**src/rtl/ptc_pkg.sv**
```systemverilog
package ptc_pkg;

  // Port field widths.
  localparam int RawW     = 24;
  localparam int CoefW    = 16;
  localparam int PressW   = 21;
  localparam int TempW    = 18;
  localparam int CfgIdxW  = 3;
  localparam int InDataW  = 48;
  localparam int OutDataW = 40;

  // Internal datapath widths, sized to the worst-case calibration words.
  localparam int DtW    = 25;  // raw temperature minus reference
  localparam int MulW   = 42;  // coefficient times dt
  localparam int DtSqW  = 48;  // dt squared, never negative
  localparam int SensW  = 35;  // first-order sensitivity
  localparam int OffW   = 36;  // first-order offset
  localparam int DevW   = 18;  // temperature minus 20 C
  localparam int ColdW  = 19;  // temperature plus 15 C
  localparam int TiW    = 17;  // second-order temperature term
  localparam int SqW    = 35;  // squares of the deviations
  localparam int CorrW  = 38;  // second-order offset and sensitivity terms
  localparam int Off2W  = 40;
  localparam int Sens2W = 40;
  localparam int SplitW = 20;  // low slice of the split pressure multiply
  localparam int ProdW  = 64;
  localparam int QuotW  = 43;
  localparam int DiffW  = 44;

  localparam int TempBase = 2000;
  localparam int DevCold  = -3500;  // -15 C expressed as deviation from 20 C
  localparam int ColdBias = 3500;

  localparam longint PressMinL = -(longint'(1) <<< (PressW - 1));
  localparam longint PressMaxL = (longint'(1) <<< (PressW - 1)) - 1;
  localparam longint TempMinL  = -(longint'(1) <<< (TempW - 1));
  localparam longint TempMaxL  = (longint'(1) <<< (TempW - 1)) - 1;

  typedef enum logic [CfgIdxW-1:0] {
    REG_SENS_BASE   = 3'd0,
    REG_OFFSET_BASE = 3'd1,
    REG_SENS_TEMP   = 3'd2,
    REG_OFFSET_TEMP = 3'd3,
    REG_REF_TEMP    = 3'd4,
    REG_TEMP_SLOPE  = 3'd5
  } ptc_reg_t;

  typedef struct packed {
    logic [CoefW-1:0] sens_base;
    logic [CoefW-1:0] offset_base;
    logic [CoefW-1:0] sens_temp;
    logic [CoefW-1:0] offset_temp;
    logic [CoefW-1:0] reference_temp;
    logic [CoefW-1:0] temp_slope;
  } ptc_coeff_t;

  // Hand-off from the compensation half to the pressure scaling half.
  typedef struct packed {
    logic signed [Off2W-1:0]  off2;
    logic signed [Sens2W-1:0] sens2;
    logic [RawW-1:0]          pressure_raw;
    logic signed [TempW-1:0]  temp;
  } ptc_mid_t;

endpackage

```
**src/rtl/ptc_press_scale.sv**
```systemverilog
module ptc_press_scale (
  input  logic                              clk,
  input  logic                              rst_n,
  input  logic                              mid_valid,
  output logic                              mid_ready,
  input  ptc_pkg::ptc_mid_t                 mid,
  output logic                              out_valid,
  input  logic                              out_ready,
  output logic signed [ptc_pkg::PressW-1:0] pressure_tenth_mbar,
  output logic signed [ptc_pkg::TempW-1:0]  temperature_centi_c
);
  import ptc_pkg::*;

  localparam int Stages = 5;
  localparam int HiW    = Sens2W - SplitW;

  logic [Stages-1:0] v_r;
  logic [Stages-1:0] en;

  always_comb begin
    en[Stages-1] = ~v_r[Stages-1] | out_ready;
    for (int k = Stages - 2; k >= 0; k--) begin
      en[k] = ~v_r[k] | en[k+1];
    end
  end

  always_ff @(posedge clk) begin
    if (!rst_n) begin
      v_r <= '0;
    end else begin
      v_r <= (v_r & ~en) | ({v_r[Stages-2:0], mid_valid} & en);
    end
  end

  assign mid_ready = en[0];
  assign out_valid = v_r[Stages-1];

  // Stage G: the pressure product is split into two partial products.
  logic [RawW+SplitW-1:0]        g_pp_lo_r, g_pp_lo_nxt;
  logic signed [RawW+HiW:0]      g_pp_hi_r, g_pp_hi_nxt;
  logic signed [Off2W-1:0]       g_off2_r;
  logic signed [TempW-1:0]       g_temp_r;

  assign g_pp_lo_nxt = mid.pressure_raw * mid.sens2[SplitW-1:0];
  assign g_pp_hi_nxt = $signed({1'b0, mid.pressure_raw}) * $signed(mid.sens2[Sens2W-1:SplitW]);

  // Stage H: recombine.
  logic signed [ProdW:0]   h_prod_full;
  logic signed [ProdW-1:0] h_prod_r;
  logic signed [Off2W-1:0] h_off2_r;
  logic signed [TempW-1:0] h_temp_r;

  assign h_prod_full = $signed({g_pp_hi_r, {SplitW{1'b0}}})
                     + $signed({{(ProdW+1-RawW-SplitW){1'b0}}, g_pp_lo_r});

  // Stage I: divide by 2^21 rounding toward zero; negative values are biased first.
  logic signed [ProdW-1:0] i_sum, i_shift;
  logic signed [QuotW-1:0] i_quot_r;
  logic signed [Off2W-1:0] i_off2_r;
  logic signed [TempW-1:0] i_temp_r;

  assign i_sum   = h_prod_r + $signed({{(ProdW-21){1'b0}}, {21{h_prod_r[ProdW-1]}}});
  assign i_shift = i_sum >>> 21;

  // Stage J: remove the offset.
  logic signed [DiffW-1:0] j_diff_r, j_diff_nxt;
  logic signed [TempW-1:0] j_temp_r;

  assign j_diff_nxt = $signed({i_quot_r[QuotW-1], i_quot_r})
                    - $signed({{(DiffW-Off2W){i_off2_r[Off2W-1]}}, i_off2_r});

  // Stage K: divide by 2^13 toward zero and saturate.
  logic signed [DiffW-1:0]  k_sum, k_shift;
  logic signed [PressW-1:0] k_press_r, k_press_nxt;
  logic signed [TempW-1:0]  k_temp_r;

  assign k_sum   = j_diff_r + $signed({{(DiffW-13){1'b0}}, {13{j_diff_r[DiffW-1]}}});
  assign k_shift = k_sum >>> 13;

  always_comb begin
    if (k_shift < PressMinL) begin
      k_press_nxt = {1'b1, {(PressW-1){1'b0}}};
    end else if (k_shift > PressMaxL) begin
      k_press_nxt = {1'b0, {(PressW-1){1'b1}}};
    end else begin
      k_press_nxt = k_shift[PressW-1:0];
    end
  end

  assign pressure_tenth_mbar = k_press_r;
  assign temperature_centi_c = k_temp_r;

  always_ff @(posedge clk) begin
    if (en[0]) begin
      g_pp_lo_r <= g_pp_lo_nxt;
      g_pp_hi_r <= g_pp_hi_nxt;
      g_off2_r  <= mid.off2;
      g_temp_r  <= mid.temp;
    end
    if (en[1]) begin
      h_prod_r <= h_prod_full[ProdW-1:0];
      h_off2_r <= g_off2_r;
      h_temp_r <= g_temp_r;
    end
    if (en[2]) begin
      i_quot_r <= i_shift[QuotW-1:0];
      i_off2_r <= h_off2_r;
      i_temp_r <= h_temp_r;
    end
    if (en[3]) begin
      j_diff_r <= j_diff_nxt;
      j_temp_r <= i_temp_r;
    end
    if (en[4]) begin
      k_press_r <= k_press_nxt;
      k_temp_r  <= j_temp_r;
    end
  end

endmodule

```
**config.mk**
```make
export PLATFORM = sky130hd
export DESIGN_NAME = ptc_press_scale
export DESIGN_NICKNAME = d
export VERILOG_FILES = /design/src/rtl/ptc_pkg.sv /design/src/rtl/ptc_press_scale.sv
export SDC_FILE = /design/constraint.sdc
export NUM_CORES = 2
export LEC_CHECK = 0
export BUFFER_PORTS_ARGS = -buffer_cell sky130_fd_sc_hd__buf_2
export CAP_MARGIN = 30
export CORE_ASPECT_RATIO = 0.75
export CORE_MARGIN = 2
export CORE_UTILIZATION = 25
export CTS_BUF_LIST = sky130_fd_sc_hd__clkbuf_8
export DETAILED_ROUTE_END_ITERATION = 8
export PLACE_DENSITY = 0.46
export SLEW_MARGIN = 25
export SYNTH_ARGS = -nofsm -noshare
export SYNTH_HDL_FRONTEND = slang
export SYNTH_SLANG_ARGS = --single-unit
```
**constraint.sdc**
```tcl
create_clock -name clk -period 15.7 [get_ports clk]
set_input_delay 3.14 -clock clk [delete_from_list [all_inputs] [get_ports clk]]
set_output_delay 3.14 -clock clk [all_outputs]
set_load 0.01 [all_outputs]
```
==> flow_summary.json <==
{
  "core_um2": 206000,
  "synthFlopType": "edfxtp_1",
  "wl_met1_um": 75200,
  "dpl.hpwl_um": 107000,
  "cp-end-kind": "register",
  "start_util_pct": 25.2,
  "clockRootBuffer": "clkbuf_8",
  "async_flop_share_pct": 0,
  "grt-ovfl-total": 0,
  "die_h_um": 399,
  "cp_max_fo": 17,
  "ys_top_cells_by_area": "fa_1, edfxtp_1, ha_1, inv_1, and2_1",
  "netlist.area_leader.share_pct": 30.3,
  "synth_nets": 6325,
  "yosysWarnings": 0,
  "wl_met2_um": 57000,
  "yosys.area.top_type": "fa_1",
  "top_layer": "met5",
  "finalCriticalPeriod_ns": 10.48,
  "numClockSinks": 475,
  "synth_area_um2": 52000,
  "hold_buffers": 0,
  "syn2layout_area_growth_pct": 10.7,
  "ys_types": 87,
  "critPathTopFamily": "adder cells",
  "hold_violations": 0,
  "drt-initial-drc-count": 1972,
  "skew_ns": 0.0559,
  "grt_use_total_pct": 13.7,
  "synth_edf_count": 470,
  "cp_num_buf_inv": 4,
  "die_x_um": 531,
  "drive_above_1_share_pct": 6.85,
  "crit_chain": "buf_2 -> clkinv_1 -> nor2_1 -> fa_1 -> fa_1 -> fa_1 -> fa_1 -> fa_1 -> fa_1 -> inv_1 -> fa_1 -> inv_1 -> ha_1 -> a21o_1 -> a31o_2 -> a221oi_2 -> nand4b_1 -> a2111oi_2 -> o211ai_1 -> a31o_2 -> a21oi_1 -> xnor2_1",
  "rsz0062_at_grt": "false",
  "nets": 6426,
  "grt_pass1_vias": 36500,
  "path_clk_slew_ns": 0.06,
  "via_per_inst": 4.30,
  "syn_area_per_cell_um2": 10.4,
  "final_common_cell": "inv_1",
  "grt_pass1_wl_um": 223000,
  "postCtsSetupRepairBufs": 0,
  "final_antenna_net_count": 0,
  "dieArea_um2": 212000,
  "ioPinCount": 167,
  "ctsResizeCount": 0,
  "tightest_slew_ns": 0.865,
  "crit_arrival_ns": 10.87,
  "place_congestion": 0.833,
  "max_freq_mhz": 95.4,
  "status": "completed",
  "cts_tree": "done",
  "crit_top_cell": "fa_1",
  "insertion_delay_ns": 0.72,
  "rrSetupSlack_ns": 12.08,
  "period_share_pct": 66.7,
  "finalSetupViolations": 0,
  "cap_violations": 0,
  "grt_max_degree": 70,
  "relSlewSlack_pct": 42.3,
  "ys_seq_area_share_pct": 27.3,
  "antenna_found_initial": 18,
  "finalSetupTns_ns": 0,
  "vias": 34100,
  "critPathMaxStageDelay_ns": 0.71,
  "cts_buffer_depth": 3,
  "drt-total-wl_um": 142000,
  "synthCells": 4984,
  "first_pass_iters": 6,
  "port-buffer-count": 166,
  "ys_seq_elements": 475,
  "rows": 144,
  "drc_errors": 0,
  "setup.worst_path.class": "in2reg",
  "slew_violations": 0,
  "numCtsBuffers": 87,
  "cp_slowest_cell": "clkinv_1",
  "hp-class": "reg2reg",
  "wl_met3_um": 7440,
  "mostFrequentLayoutCells": "inv_1, fa_1, nand2_1",
  "startpoint_type": "primary input",
  "htree_levels": 3,
  "wl_per_cell_um": 17.8,
  "worst_ep_required_time_ns": 16.09
}
## flip-flops by register name, summed over array words and instances (netlist names), named ones only
| name | count |
|---|---|
| h_prod_r | 64 |
| i_quot_r | 43 |
| g_off2_r | 40 |
| j_diff_r | 44 |
| i_off2_r | 40 |
| h_off2_r | 40 |
| temperature_centi_c | 18 |
| h_temp_r | 18 |
| g_pp_hi_r | 44 |
| pressure_tenth_mbar | 21 |
| j_temp_r | 18 |
| g_pp_lo_r | 44 |
| g_temp_r | 18 |
| i_temp_r | 18 |
## cells by family (layout without fill, tap and decap cells)
| family | Yosys count | after routing | synth area share (%) |
|---|---|---|---|
| buffers and inverters | 1155 | 1324 | 8.34 |
| multiplexers | 2 | 2 | 0.0409 |
| flip-flops | 475 | 475 | 27.3 |
| AO/OA/AOI/OAI | 489 | 489 | 6.24 |
| XOR/XNOR | 216 | 216 | 3.65 |
| other | 0 | 6 | 0 |
| AND/OR/NAND/NOR | 1432 | 1432 | 13.8 |
| adder cells (fa/ha/maj) | 1215 | 1215 | 40.6 |
## worst paths after layout
path | start | endpoint | cells after the start
max | mid[81] | g_pp_hi_r[43] | 22
min | h_temp_r[4] | i_temp_r[4] | 0
max reg2reg | g_pp_lo_r[21] | h_prod_r[63] | 10
min reg2reg | h_temp_r[4] | i_temp_r[4] | 0
## metal layers
metal / vias up / GRT usage [%]
li1: 15900 / -
met1: 17300 / 21.4
met2: 775 / 19.7
met3: 154 / 2.26
met4: 6 / 2.45
met5: - / 0
## Yosys cell counts, types with 14 or more instances
cell and number:
ha_1 428, and2_1 489, o31ai_1 14, inv_1 966
o21a_1 35, xor2_1 69, edfxtp_1 470, nand3_1 46
o21ai_0 96, nor2_1 147, nor3_1 23, clkbuf_1 182
a21o_1 73, fa_1 787, and3_1 29, a21oi_1 133
nor2b_1 23, a211oi_1 19, nand2b_1 25, nand2_1 574
and4_1 14, xnor2_1 146, nand4_1 21
## cell type report
cell class / instances / area (µm²)
Fill cell: 21800 / 149000
Multi-Input combinational cell: 3354 / 33500
Sequential cell: 475 / 14200
Inverter: 967 / 3630
Tap cell: 2774 / 3470
Clock buffer: 89 / 1220
Timing Repair Buffer: 200 / 1140
Clock inverter: 68 / 379
Antenna cell: 6 / 15.0
## metrics by stage
step / instances / setup WS, ns / util (%) / cell area [µm²] / hold WS, ns
final: 7933 / 5.22 / 27.9 / 57500 / 0.389
after global routing: 7929 / 4.95 / 27.9 / 57500 / 0.409
after CTS: 7926 / 5.30 / 27.9 / 57500 / 0.381
after detailed placement: 7769 / 4.59 / 27.1 / 55900 / 0.405
after global placement: 7767 / 4.52 / 27.1 / 55900 / 0.401
after floorplan: 4984 / 5.61 / - / 52000 / 0.400
Power is left out: the tool's default activity adds up to more than one toggle a clock period on the data nets, which glitch-free logic cannot reach.
