[src/rtl/ptc_pkg.sv]
package ptc_pkg;

  // Port field widths.
  localparam int RawW     = 24;
  localparam int CoefW    = 16;
  localparam int PressW   = 21;
  localparam int TempW    = 18;
  localparam int CfgIdxW  = 3;
  localparam int InDataW  = 48;
  localparam int OutDataW = 40;

  // Internal datapath widths, sized to the worst-case calibration words.
  localparam int DtW    = 25;  // raw temperature minus reference
  localparam int MulW   = 42;  // coefficient times dt
  localparam int DtSqW  = 48;  // dt squared, never negative
  localparam int SensW  = 35;  // first-order sensitivity
  localparam int OffW   = 36;  // first-order offset
  localparam int DevW   = 18;  // temperature minus 20 C
  localparam int ColdW  = 19;  // temperature plus 15 C
  localparam int TiW    = 17;  // second-order temperature term
  localparam int SqW    = 35;  // squares of the deviations
  localparam int CorrW  = 38;  // second-order offset and sensitivity terms
  localparam int Off2W  = 40;
  localparam int Sens2W = 40;
  localparam int SplitW = 20;  // low slice of the split pressure multiply
  localparam int ProdW  = 64;
  localparam int QuotW  = 43;
  localparam int DiffW  = 44;

  localparam int TempBase = 2000;
  localparam int DevCold  = -3500;  // -15 C expressed as deviation from 20 C
  localparam int ColdBias = 3500;

  localparam longint PressMinL = -(longint'(1) <<< (PressW - 1));
  localparam longint PressMaxL = (longint'(1) <<< (PressW - 1)) - 1;
  localparam longint TempMinL  = -(longint'(1) <<< (TempW - 1));
  localparam longint TempMaxL  = (longint'(1) <<< (TempW - 1)) - 1;

  typedef enum logic [CfgIdxW-1:0] {
    REG_SENS_BASE   = 3'd0,
    REG_OFFSET_BASE = 3'd1,
    REG_SENS_TEMP   = 3'd2,
    REG_OFFSET_TEMP = 3'd3,
    REG_REF_TEMP    = 3'd4,
    REG_TEMP_SLOPE  = 3'd5
  } ptc_reg_t;

  typedef struct packed {
    logic [CoefW-1:0] sens_base;
    logic [CoefW-1:0] offset_base;
    logic [CoefW-1:0] sens_temp;
    logic [CoefW-1:0] offset_temp;
    logic [CoefW-1:0] reference_temp;
    logic [CoefW-1:0] temp_slope;
  } ptc_coeff_t;

  // Hand-off from the compensation half to the pressure scaling half.
  typedef struct packed {
    logic signed [Off2W-1:0]  off2;
    logic signed [Sens2W-1:0] sens2;
    logic [RawW-1:0]          pressure_raw;
    logic signed [TempW-1:0]  temp;
  } ptc_mid_t;

endpackage

[src/rtl/ptc_cfg_regs.sv]
module ptc_cfg_regs (
  input  logic                          clk,
  input  logic                          rst_n,
  input  logic                          cfg_valid,
  output logic                          cfg_ready,
  input  logic [ptc_pkg::CfgIdxW-1:0]   cfg_index,
  input  logic [ptc_pkg::CoefW-1:0]     cfg_data,
  output ptc_pkg::ptc_coeff_t           coeff
);
  import ptc_pkg::*;

  ptc_coeff_t coeff_r, coeff_nxt;

  assign cfg_ready = 1'b1;
  assign coeff     = coeff_r;

  always_comb begin
    coeff_nxt = coeff_r;
    if (cfg_valid) begin
      unique case (cfg_index)
        REG_SENS_BASE:   coeff_nxt.sens_base      = cfg_data;
        REG_OFFSET_BASE: coeff_nxt.offset_base    = cfg_data;
        REG_SENS_TEMP:   coeff_nxt.sens_temp      = cfg_data;
        REG_OFFSET_TEMP: coeff_nxt.offset_temp    = cfg_data;
        REG_REF_TEMP:    coeff_nxt.reference_temp = cfg_data;
        REG_TEMP_SLOPE:  coeff_nxt.temp_slope     = cfg_data;
        default: ;
      endcase
    end
  end

  always_ff @(posedge clk) begin
    if (!rst_n) begin
      coeff_r <= '0;
    end else begin
      coeff_r <= coeff_nxt;
    end
  end

endmodule

[config.mk]
export PLATFORM = sky130hd
export DESIGN_NAME = ptc_cfg_regs
export DESIGN_NICKNAME = d
export VERILOG_FILES = /design/src/rtl/ptc_pkg.sv /design/src/rtl/ptc_cfg_regs.sv
export SDC_FILE = /design/constraint.sdc
export NUM_CORES = 1
export LEC_CHECK = 0
export ABC_CLOCK_PERIOD_IN_PS = 1530
export BUFFER_PORTS_ARGS = -buffer_cell sky130_fd_sc_hd__buf_4
export CAP_MARGIN = 15
export CORE_MARGIN = 2
export CORE_UTILIZATION = 25
export CTS_BUF_LIST = sky130_fd_sc_hd__clkbuf_4 sky130_fd_sc_hd__clkbuf_8
export DETAILED_ROUTE_END_ITERATION = 7
export GPL_TIMING_DRIVEN = 0
export PLACE_DENSITY = 0.42
export SKIP_CTS_REPAIR_TIMING = 1
export SLEW_MARGIN = 30
export SYNTH_ARGS = -nofsm -noshare
export SYNTH_HDL_FRONTEND = slang
export SYNTH_SLANG_ARGS = --single-unit
[constraint.sdc]
create_clock -name clk -period 1.53 [get_ports clk]
set_clock_uncertainty 0.1 [all_clocks]
set_input_delay 0.306 -clock clk [delete_from_list [all_inputs] [get_ports clk]]
set_output_delay 0.306 -clock clk [all_outputs]
set_load 0.05 [all_outputs]
==> out/qor.csv, run 1 <==
stage,metric,value,unit
run_status,status,"complete, no violations",
floorplan,Die H,122.4,um
clock_tree,Worst-path clk slew,0.09,ns
floorplan,I/O pin cnt,119,
final_layout,share of cells above drive strength 1,30.75,%
sta,final setup margin,0.1525,ns
placed_design,Placed Instances,632,
placed_design,I/O Buffers,116,
final_layout,post-route insts no fill,645,
sta,RSZ-0062 raised after global routing,no,
sta,Fmax achieved,0.7259,GHz
detailed_routing,drt first pass iters,4,
final_layout,Nets,485,
floorplan,initial core utilization,25.45,%
detailed_routing,DR DRC count,0,
synthesis,"Seq/Total Area, Yosys",54.82,%
final_layout,design area,4766,um2
detailed_routing,DR vias/cell,4.223,
setup_path,flop2flop setup slack,0.77,ns
clock_tree,Sink Count,96,
setup_path,Crit path required time,1.12,ns
sta,Final min period,1.378,ns
sta,worst hold margin,0.2232,ns
placed_design,GP Congestion,0.7179,
setup_path,reg2reg path depth,2,
setup_path,critical setup path kind,flop to primary output,
pwr,power per cell area,982.3,nW/um2
synthesis,synthesized area per cell,10.43,um2
final_layout,"most common cell after layout, fill and taps aside",buf_4,
setup_path,Worst Path Buf+Inv,1,
final_layout,Syn-to-layout area delta,35.94,%
synthesis,"Cell Area, Synth",3506,um2
synthesis,Synth area leader,dfxtp_1,
detailed_routing,DRT iter0 DRCs,100,
synthesis,Syn Nets,358,
hold_path,Hold/Removal Path Class,primary input to flop,
setup_path,CP max-delay cell,dfxtp_1,
sta,final count of pins violating max slew,0,
global_routing,largest net degree at the start of global routing,14,
sta,"Setup violations, final",0,
detailed_routing,WL final,10.56,mm
setup_path,crit path launch type,flop,
detailed_routing,via count,2724,
detailed_routing,Antenna Nets Post-Route,0,
floorplan,# rows,43,
hold_path,worst hold path depth,3,
setup_path,"CP delay by family, top",flip-flops,
global_routing,vias in the first global route,2674,
setup_path,CP endpoint kind,primary output,
clock_tree,CTS tree,done,
synthesis,largest cells by area after synthesis,"dfxtp_1 55%, mux2i_1 27%, nand2_1 12%",
synthesis,Unique masters post-synth,14,
setup_path,worst r2r src,coeff[19]$_SDFFE_PN0P_,
sta,Worst-Margin Slew,0.6686,ns
setup_path,"Arr. time, crit path",0.97,ns
run,max cap viols,0,
global_routing,initial antenna violation count,0,
clock_tree,Worst-Skew Late Latency,0.37,ns
placed_design,Post-Place Cell Area,4602,um2
sta,slew margin rel.,55.43,%
hold_path,Hold EP,coeff[95]$_SDFFE_PN0P_,
clock_tree,clk buf depth,2,
global_routing,gr ovfl total,0,
final_layout,max reg flops,96,
floorplan,DIE WIDTH,122.4,um
floorplan,die area,14990,um2
clock_tree,CTS buffer count,9,
floorplan,core box area,13770,um2
synthesis,Synth Instances,336,
synthesis,Yosys top cell area share,54.82,%
setup_path,"Critical Path, Cell by Cell",buf_4,
placed_design,post-DP HPWL,7.554,mm
setup_path,Crit Path Max Fanout,2,
final_layout,# diodes,0,
setup_path,RR Endpoint,coeff[19]$_SDFFE_PN0P_,
final_layout,"commonest non-fill, non-tap cells in the layout","118 x buf_4, 112 x nand2_1, 96 x mux2i_1, 96 x dfxtp_1",
sta,period utilization,90.03,%
pwr,post-layout power,4.681,mW
placed_design,dpl ws,-0.1261,ns
sta,final hold violations,0,
hold_path,Min-Delay Startpoint,cfg_data[15],
synthesis,Yosys warnings,0,
global_routing,global-route wire length before repair,15.55,mm
detailed_routing,WL/cell,16.38,um
global_routing,gr usage total,14.35,%
setup_path,"slowest stage delay, CP",0.39,ns
clock_tree,H-tree levels,3,
clock_tree,CTS root buf,clkbuf_8,
pwr,Lkg Pwr,2.464,nW
synthesis,Yosys reg bits,96,
pwr,Worst VDD drop,0.3538,mV
report_power, final:
group	internal, mW	total (mW)	switching (mW)
Clock	0.671	1.52	0.852
Sequential	2.55	2.58	0.0307
Combinational	0.177	0.576	0.399
Total	3.40	4.68	1.28
cells by family (layout without fill, tap and decap cells):
kind of cell	after synthesis	in the layout	share of synthesized area, %
buffers and inverters	25	154	3.890
DFF	96	96	54.82
muxes	96	96	27.41
other	1	1	0.1070
and+or+nand+nor	118	118	13.78
cell usage after synthesis:
| cell | number |
|---|---|
| and4bb_2 | 1 |
| buf_1 | 1 |
| buf_12 | 1 |
| buf_2 | 9 |
| buf_4 | 2 |
| buf_6 | 1 |
| clkbuf_1 | 11 |
| conb_1 | 1 |
| dfxtp_1 | 96 |
| mux2i_1 | 96 |
| nand2_1 | 112 |
| nand4b_1 | 2 |
| nand4bb_1 | 2 |
| or4b_1 | 1 |
layer usage:
metal	vias to the layer above	share of wire [%]	track usage, %
li1	1364	-	-
met1	1277	46	18.62
met2	72	47	22.81
met3	11	5.5	3.671
met4	0	1.7	5.603
met5	-	0	0
layout make-up:
class                      instances  area [um2]
clock buffer                      12       158.9
sequential                        96        1922
timing repair buffer             116       870.8
multi-input combinational        215        1448
tap                              180       225.2
buffer                            25       136.4
clock inverter                     1       5.005
fill                            1476        9007
metrics by stage:
step,util (%),setup TNS (ns)
finish,34.60,0
global route,34.60,0
CTS,34.60,0
detailed placement,33.41,-5.800
global placement,33.41,-4.202
floorplan,-,0
worst max path at each step:
stage / startpoint / to / slack (ns) / cells after the start
final: coeff[19]$_SDFFE_PN0P_ / coeff[19] / 0.15 / 1
after global placement: cfg_index[1] / coeff[90]$_SDFFE_PN0P_ / -0.10 / 5
after floorplan: cfg_index[1] / coeff[89]$_SDFFE_PN0P_ / 0.07 / 4
after global routing: coeff[19]$_SDFFE_PN0P_ / coeff[19] / 0.12 / 1
after CTS: coeff[86]$_SDFFE_PN0P_ / coeff[86] / 0.14 / 1
after detailed placement: cfg_index[1] / coeff[90]$_SDFFE_PN0P_ / -0.13 / 5
tightest hold or removal path, stage by stage:
cell	delay, ns
buf_4	0.08
nand2_1	0.12
mux2i_1	0.14
(Power assumes the default switching activity.)
==> run 2, diff against run 1 <==
--- a/config.mk
+++ b/config.mk
@@ -14,6 +14,7 @@
 export DETAILED_ROUTE_END_ITERATION = 7
 export GPL_TIMING_DRIVEN = 0
 export PLACE_DENSITY = 0.42
+export SETUP_SLACK_MARGIN = 0.2
 export SKIP_CTS_REPAIR_TIMING = 1
 export SLEW_MARGIN = 30
 export SYNTH_ARGS = -nofsm -noshare
==> run 2 against run 1 <==
Effect of this change:
- routed wire length up 1.7%
- final cell count up 0.62%
- combinational power up 7.3%
==> out/qor.csv, run 2 (synthesis gave the netlist of run 1 again) <==
stage,metric,value,unit
run_status,status,"complete, no violations",
final_layout,max reg flops,96,
global_routing,vias in the first global route,2629,
sta,"Setup violations, final",0,
detailed_routing,via count,2784,
final_layout,Syn-to-layout area delta,53.46,%
pwr,power per cell area,927.5,nW/um2
sta,final hold violations,0,
setup_path,"Arr. time, crit path",0.90,ns
global_routing,gr usage total,14.61,%
setup_path,critical setup path kind,flop to primary output,
floorplan,I/O pin cnt,119,
floorplan,# rows,43,
clock_tree,CTS root buf,clkbuf_8,
floorplan,Die H,122.4,um
final_layout,Nets,486,
final_layout,share of cells above drive strength 1,50.96,%
setup_path,Worst path depth,1,
run,max cap viols,0,
sta,RSZ-0062 raised after global routing,yes,
clock_tree,CTS tree,done,
hold_path,worst hold path depth,3,
floorplan,die area,14990,um2
detailed_routing,drt first pass iters,4,
pwr,Lkg Pwr,2.633,nW
clock_tree,CTS buffer count,9,
global_routing,largest net degree at the start of global routing,15,
floorplan,DIE WIDTH,122.4,um
setup_path,reg2reg path depth,3,
sta,worst hold margin,0.2367,ns
pwr,Worst VDD drop,0.2780,mV
sta,final count of pins violating max slew,0,
placed_design,I/O Buffers,116,
setup_path,Crit path required time,1.12,ns
setup_path,Worst Path Buf+Inv,1,
global_routing,initial antenna violation count,0,
global_routing,gr ovfl total,0,
hold_path,Hold/Removal Path Class,primary input to flop,
setup_path,crit path launch type,flop,
detailed_routing,DRT iter0 DRCs,113,
sta,Fmax achieved,0.7649,GHz
final_layout,"commonest non-fill, non-tap cells in the layout","112 x nand2_1, 96 x mux2i_1, 88 x dfxtp_2, 76 x buf_6, 23 x buf_4",
hold_path,Min-Delay Startpoint,cfg_data[15],
setup_path,worst r2r src,coeff[25]$_SDFFE_PN0P_,
sta,period utilization,85.45,%
placed_design,GP Congestion,0.6918,
final_layout,area of the multi-input gates,1451,um2
setup_path,CP max-delay cell,dfxtp_2,
clock_tree,Sink Count,96,
setup_path,"CP delay by family, top",flip-flops,
placed_design,post-DP HPWL,7.749,mm
sta,setup_tns,0,ns
clock_tree,Worst-Skew Late Latency,0.36,ns
clock_tree,H-tree levels,3,
clock_tree,clk buf depth,2,
setup_path,"slowest stage delay, CP",0.37,ns
sta,Worst-Margin Slew,0.6031,ns
floorplan,core box area,13770,um2
setup_path,Crit. Startpoint,coeff[51]$_SDFFE_PN0P_,
final_layout,register area,2036,um2
setup_path,Crit Path Max Fanout,2,
detailed_routing,DR DRC count,0,
floorplan,initial core utilization,25.45,%
setup_path,CP endpoint kind,primary output,
sta,slew margin rel.,59.79,%
final_layout,fill cell count,1381,
detailed_routing,Antenna Nets Post-Route,0,
detailed_routing,WL final,10.75,mm
clock_tree,Worst-path clk slew,0.09,ns
global_routing,global-route wire length before repair,15.86,mm
detailed_routing,DR vias/cell,4.290,
detailed_routing,WL/cell,16.56,um
sta,Final min period,1.307,ns
final_layout,"most common cell after layout, fill and taps aside",nand2_1,
setup_path,"Critical Path, Cell by Cell",buf_6,
final_layout,# diodes,0,
[run 2: cell types whose count changed in the layout (fill, tap and decap cells not counted), sizes merged]
cell,change
buf,+1
bufinv,+1
clkbuf,+2
clkinv,-1
clkinvlp,+1
[run 2: final timing paths]
path                                               end  slack [ns]
worst max-delay path                         coeff[51]        0.22
worst min register to register  coeff[77]$_SDFFE_PN0P_        0.36
worst min-delay path            coeff[63]$_SDFFE_PN0P_        0.24
worst max register to register  coeff[25]$_SDFFE_PN0P_        0.74
[run 2: per-layer routing]
metal	up-vias	wire, um	GRT usage (%)	part of all wire (%)
li1	1366	-	-	-
met1	1337	4849	18.88	45
met2	69	5128	22.95	48
met3	12	551	3.625	5.1
met4	0	215	6.681	2.0
met5	-	0	0	0
[run 2: layout make-up]
type	instances	share of cell area, %
clock inverter	2	0.6977
timing repair buffer	117	24.49
sequential	96	37.84
clock buffer	14	3.233
tap	180	4.186
buffer	25	2.581
multi-input combinational	215	26.98
[run 2: power by group]
group	internal, mW	leakage, nW	switching (mW)
Sequential	2.56	0.821	0.0437
Clock	0.902	0.107	0.866
Combinational	0.222	1.70	0.396
Total	3.68	2.63	1.31
[run 2: stage by stage]
step / setup WS (ns) / cell area (um2) / util, % / total power, mW / instances
after floorplan: 0.08973 / 3510 / - / 3.005 / 336
after detailed placement: -0.1173 / 4606 / 33.44 / 3.227 / 632
after global placement: -0.09970 / 4606 / 33.44 / 3.220 / 632
after global routing: 0.1755 / 5380 / 39.06 / 5.225 / 649
final: 0.2227 / 5380 / 39.06 / 4.990 / 649
after CTS: 0.1292 / 4817 / 34.97 / 5.009 / 648
==> run 3, diff against run 2 <==
--- a/config.mk
+++ b/config.mk
@@ -5,7 +5,7 @@
 export SDC_FILE = /design/constraint.sdc
 export NUM_CORES = 1
 export LEC_CHECK = 0
-export ABC_CLOCK_PERIOD_IN_PS = 1530
+export ABC_CLOCK_PERIOD_IN_PS = 1550
 export BUFFER_PORTS_ARGS = -buffer_cell sky130_fd_sc_hd__buf_4
 export CAP_MARGIN = 15
 export CORE_MARGIN = 2
@@ -16,7 +16,7 @@
 export PLACE_DENSITY = 0.42
 export SETUP_SLACK_MARGIN = 0.2
 export SKIP_CTS_REPAIR_TIMING = 1
-export SLEW_MARGIN = 30
+export SLEW_MARGIN = 0
 export SYNTH_ARGS = -nofsm -noshare
 export SYNTH_HDL_FRONTEND = slang
 export SYNTH_SLANG_ARGS = --single-unit
==> constraint.sdc (replaced) <==
create_clock -name clk -period 1.55 [get_ports clk]
set_clock_uncertainty 0.1 [all_clocks]
set_input_delay 0.31 -clock clk [delete_from_list [all_inputs] [get_ports clk]]
set_output_delay 0.31 -clock clk [all_outputs]
set_load 0.05 [all_outputs]
==> run 3 against run 2 <==
Effect of this change:
- combinational power fell by 3%
- worst setup slack better by 0.016 ns
- critical endpoint unchanged
- global-route usage unchanged
- sequential power is essentially flat
- non-clock buffer count decreased by 1
==> out/qor.csv, run 3 (synthesis gave the netlist of run 1 again) <==
stage,metric,value,unit
run_status,status,"complete, no violations",
sta,Final min period,1.312,ns
sta,final setup margin,0.2384,ns
detailed_routing,via count,2773,
placed_design,dpl ws,-0.1013,ns
placed_design,GP Congestion,0.6918,
clock_tree,CTS buffer count,9,
global_routing,gr ovfl total,0,
sta,setup_tns,0,ns
final_layout,"commonest non-fill, non-tap cells in the layout","112 x nand2_1, 96 x mux2i_1, 90 x buf_6, 72 x dfxtp_2, 28 x buf_4",
setup_path,CP max-delay cell,dfxtp_2,
clock_tree,clk buf depth,2,
placed_design,I/O Buffers,116,
clock_tree,Worst-Skew Late Latency,0.36,ns
clock_tree,CTS root buf,clkbuf_8,
floorplan,DIE WIDTH,122.4,um
setup_path,CP endpoint kind,primary output,
detailed_routing,WL final,10.75,mm
pwr,net switching fraction of the power,26.18,%
setup_path,crit path launch type,flop,
final_layout,"most common cell after layout, fill and taps aside",nand2_1,
pwr,power per cell area,935.1,nW/um2
floorplan,Die H,122.4,um
sta,final hold violations,0,
pwr,clock share of power,35.5,%
global_routing,global-route wire length before repair,15.86,mm
floorplan,core box area,13770,um2
final_layout,final core occ,38.12,%
pwr,Psw,1.285,mW
final_layout,# diodes,0,
final_layout,Nets,485,
sta,final count of pins violating max slew,0,
floorplan,die area,14990,um2
final_layout,share of cells above drive strength 1,47.01,%
global_routing,largest net degree at the start of global routing,15,
setup_path,Worst Path Buf+Inv,1,
clock_tree,Worst-path clk slew,0.09,ns
run,max cap viols,0,
clock_tree,Sink Count,96,
final_layout,Syn-to-layout area delta,49.75,%
final_layout,max reg flops,96,
sta,period utilization,84.62,%
clock_tree,CTS tree,done,
sta,RSZ-0062 raised after global routing,yes,
placed_design,post-DP HPWL,7.749,mm
setup_path,Crit Path Max Fanout,2,
setup_path,critical setup path kind,flop to primary output,
setup_path,Crit path required time,1.14,ns
sta,Fmax achieved,0.7624,GHz
floorplan,# rows,43,
setup_path,"slowest stage delay, CP",0.37,ns
detailed_routing,DRT iter0 DRCs,105,
sta,slew margin rel.,59.87,%
hold_path,Hold/Removal Path Class,primary input to flop,
clock_tree,H-tree levels,3,
pwr,sequential share of power,52.3,%
pwr,internal power,3.624,mW
detailed_routing,drt first pass iters,4,
detailed_routing,DR vias/cell,4.279,
setup_path,"CP delay by family, top",flip-flops,
detailed_routing,Antenna Nets Post-Route,0,
sta,Worst-Margin Slew,0.6020,ns
floorplan,initial core utilization,25.45,%
global_routing,initial antenna violation count,0,
sta,"Setup violations, final",0,
setup_path,"Arr. time, crit path",0.90,ns
global_routing,gr usage total,14.61,%
pwr,Worst VDD drop,0.2742,mV
pwr,post-layout power,4.909,mW
pwr,Lkg Pwr,2.590,nW
setup_path,"Critical Path, Cell by Cell",buf_6,
detailed_routing,WL/cell,16.58,um
detailed_routing,DR DRC count,0,
global_routing,vias in the first global route,2629,
floorplan,I/O pin cnt,119,
pwr,Comb power frac,12.2,%
sta,worst hold margin,0.2356,ns
==> run 3: changes by cell type in the layout (fill, tap and decap cells not counted) <==
cell / delta
buf_4: +5
clkbuf_2: -1
dfxtp_2: -16
buf_6: +14
dfxtp_4: -1
dfxtp_1: +17
clkbuf_1: +1
buf_8: -20
==> run 3: power by group through the flow <==
| stage | clock network, mW | registers (mW) | logic (mW) |
|---|---|---|---|
| floorplan | 0 | 2.79 | 0.175 |
| detailed placement | 0 | 2.61 | 0.577 |
| global placement | 0 | 2.61 | 0.571 |
| finish | 1.74 | 2.57 | 0.598 |
| CTS | 1.82 | 2.55 | 0.577 |
| global route | 1.93 | 2.57 | 0.637 |
==> run 3: final timing paths <==
kind	to	slack (ns)	from	cells after the start
min	coeff[63]$_SDFFE_PN0P_	0.24	cfg_data[15]	3
max reg2reg	coeff[12]$_SDFFE_PN0P_	0.81	coeff[12]$_SDFFE_PN0P_	2
min reg2reg	coeff[77]$_SDFFE_PN0P_	0.36	coeff[77]$_SDFFE_PN0P_	2
max	coeff[51]	0.24	coeff[51]$_SDFFE_PN0P_	1
==> run 3: routing by layer <==
layer,vias up,part of all wire (%),track usage [%]
met5,-,0,0
met4,0,2.0,6.681
met3,12,4.9,3.625
met2,67,47,22.95
met1,1325,46,18.88
li1,1369,-,-
==> run 3: final cells by class <==
cell class                 instances  area [um2]
buffer                            25       137.6
clock buffer                      14       173.9
clock inverter                     2       37.54
fill                            1416        8523
multi-input combinational        215        1451
sequential                        96        2012
tap                              180       225.2
timing repair buffer             116        1212
==> run 3: through the flow <==
step	instances	area (um2)
2_1_floorplan	336	3510
3_3_place_gp	632	4606
3_5_place_dp	632	4606
4_1_cts	648	4817
5_1_grt	648	5250
6_report	648	5250
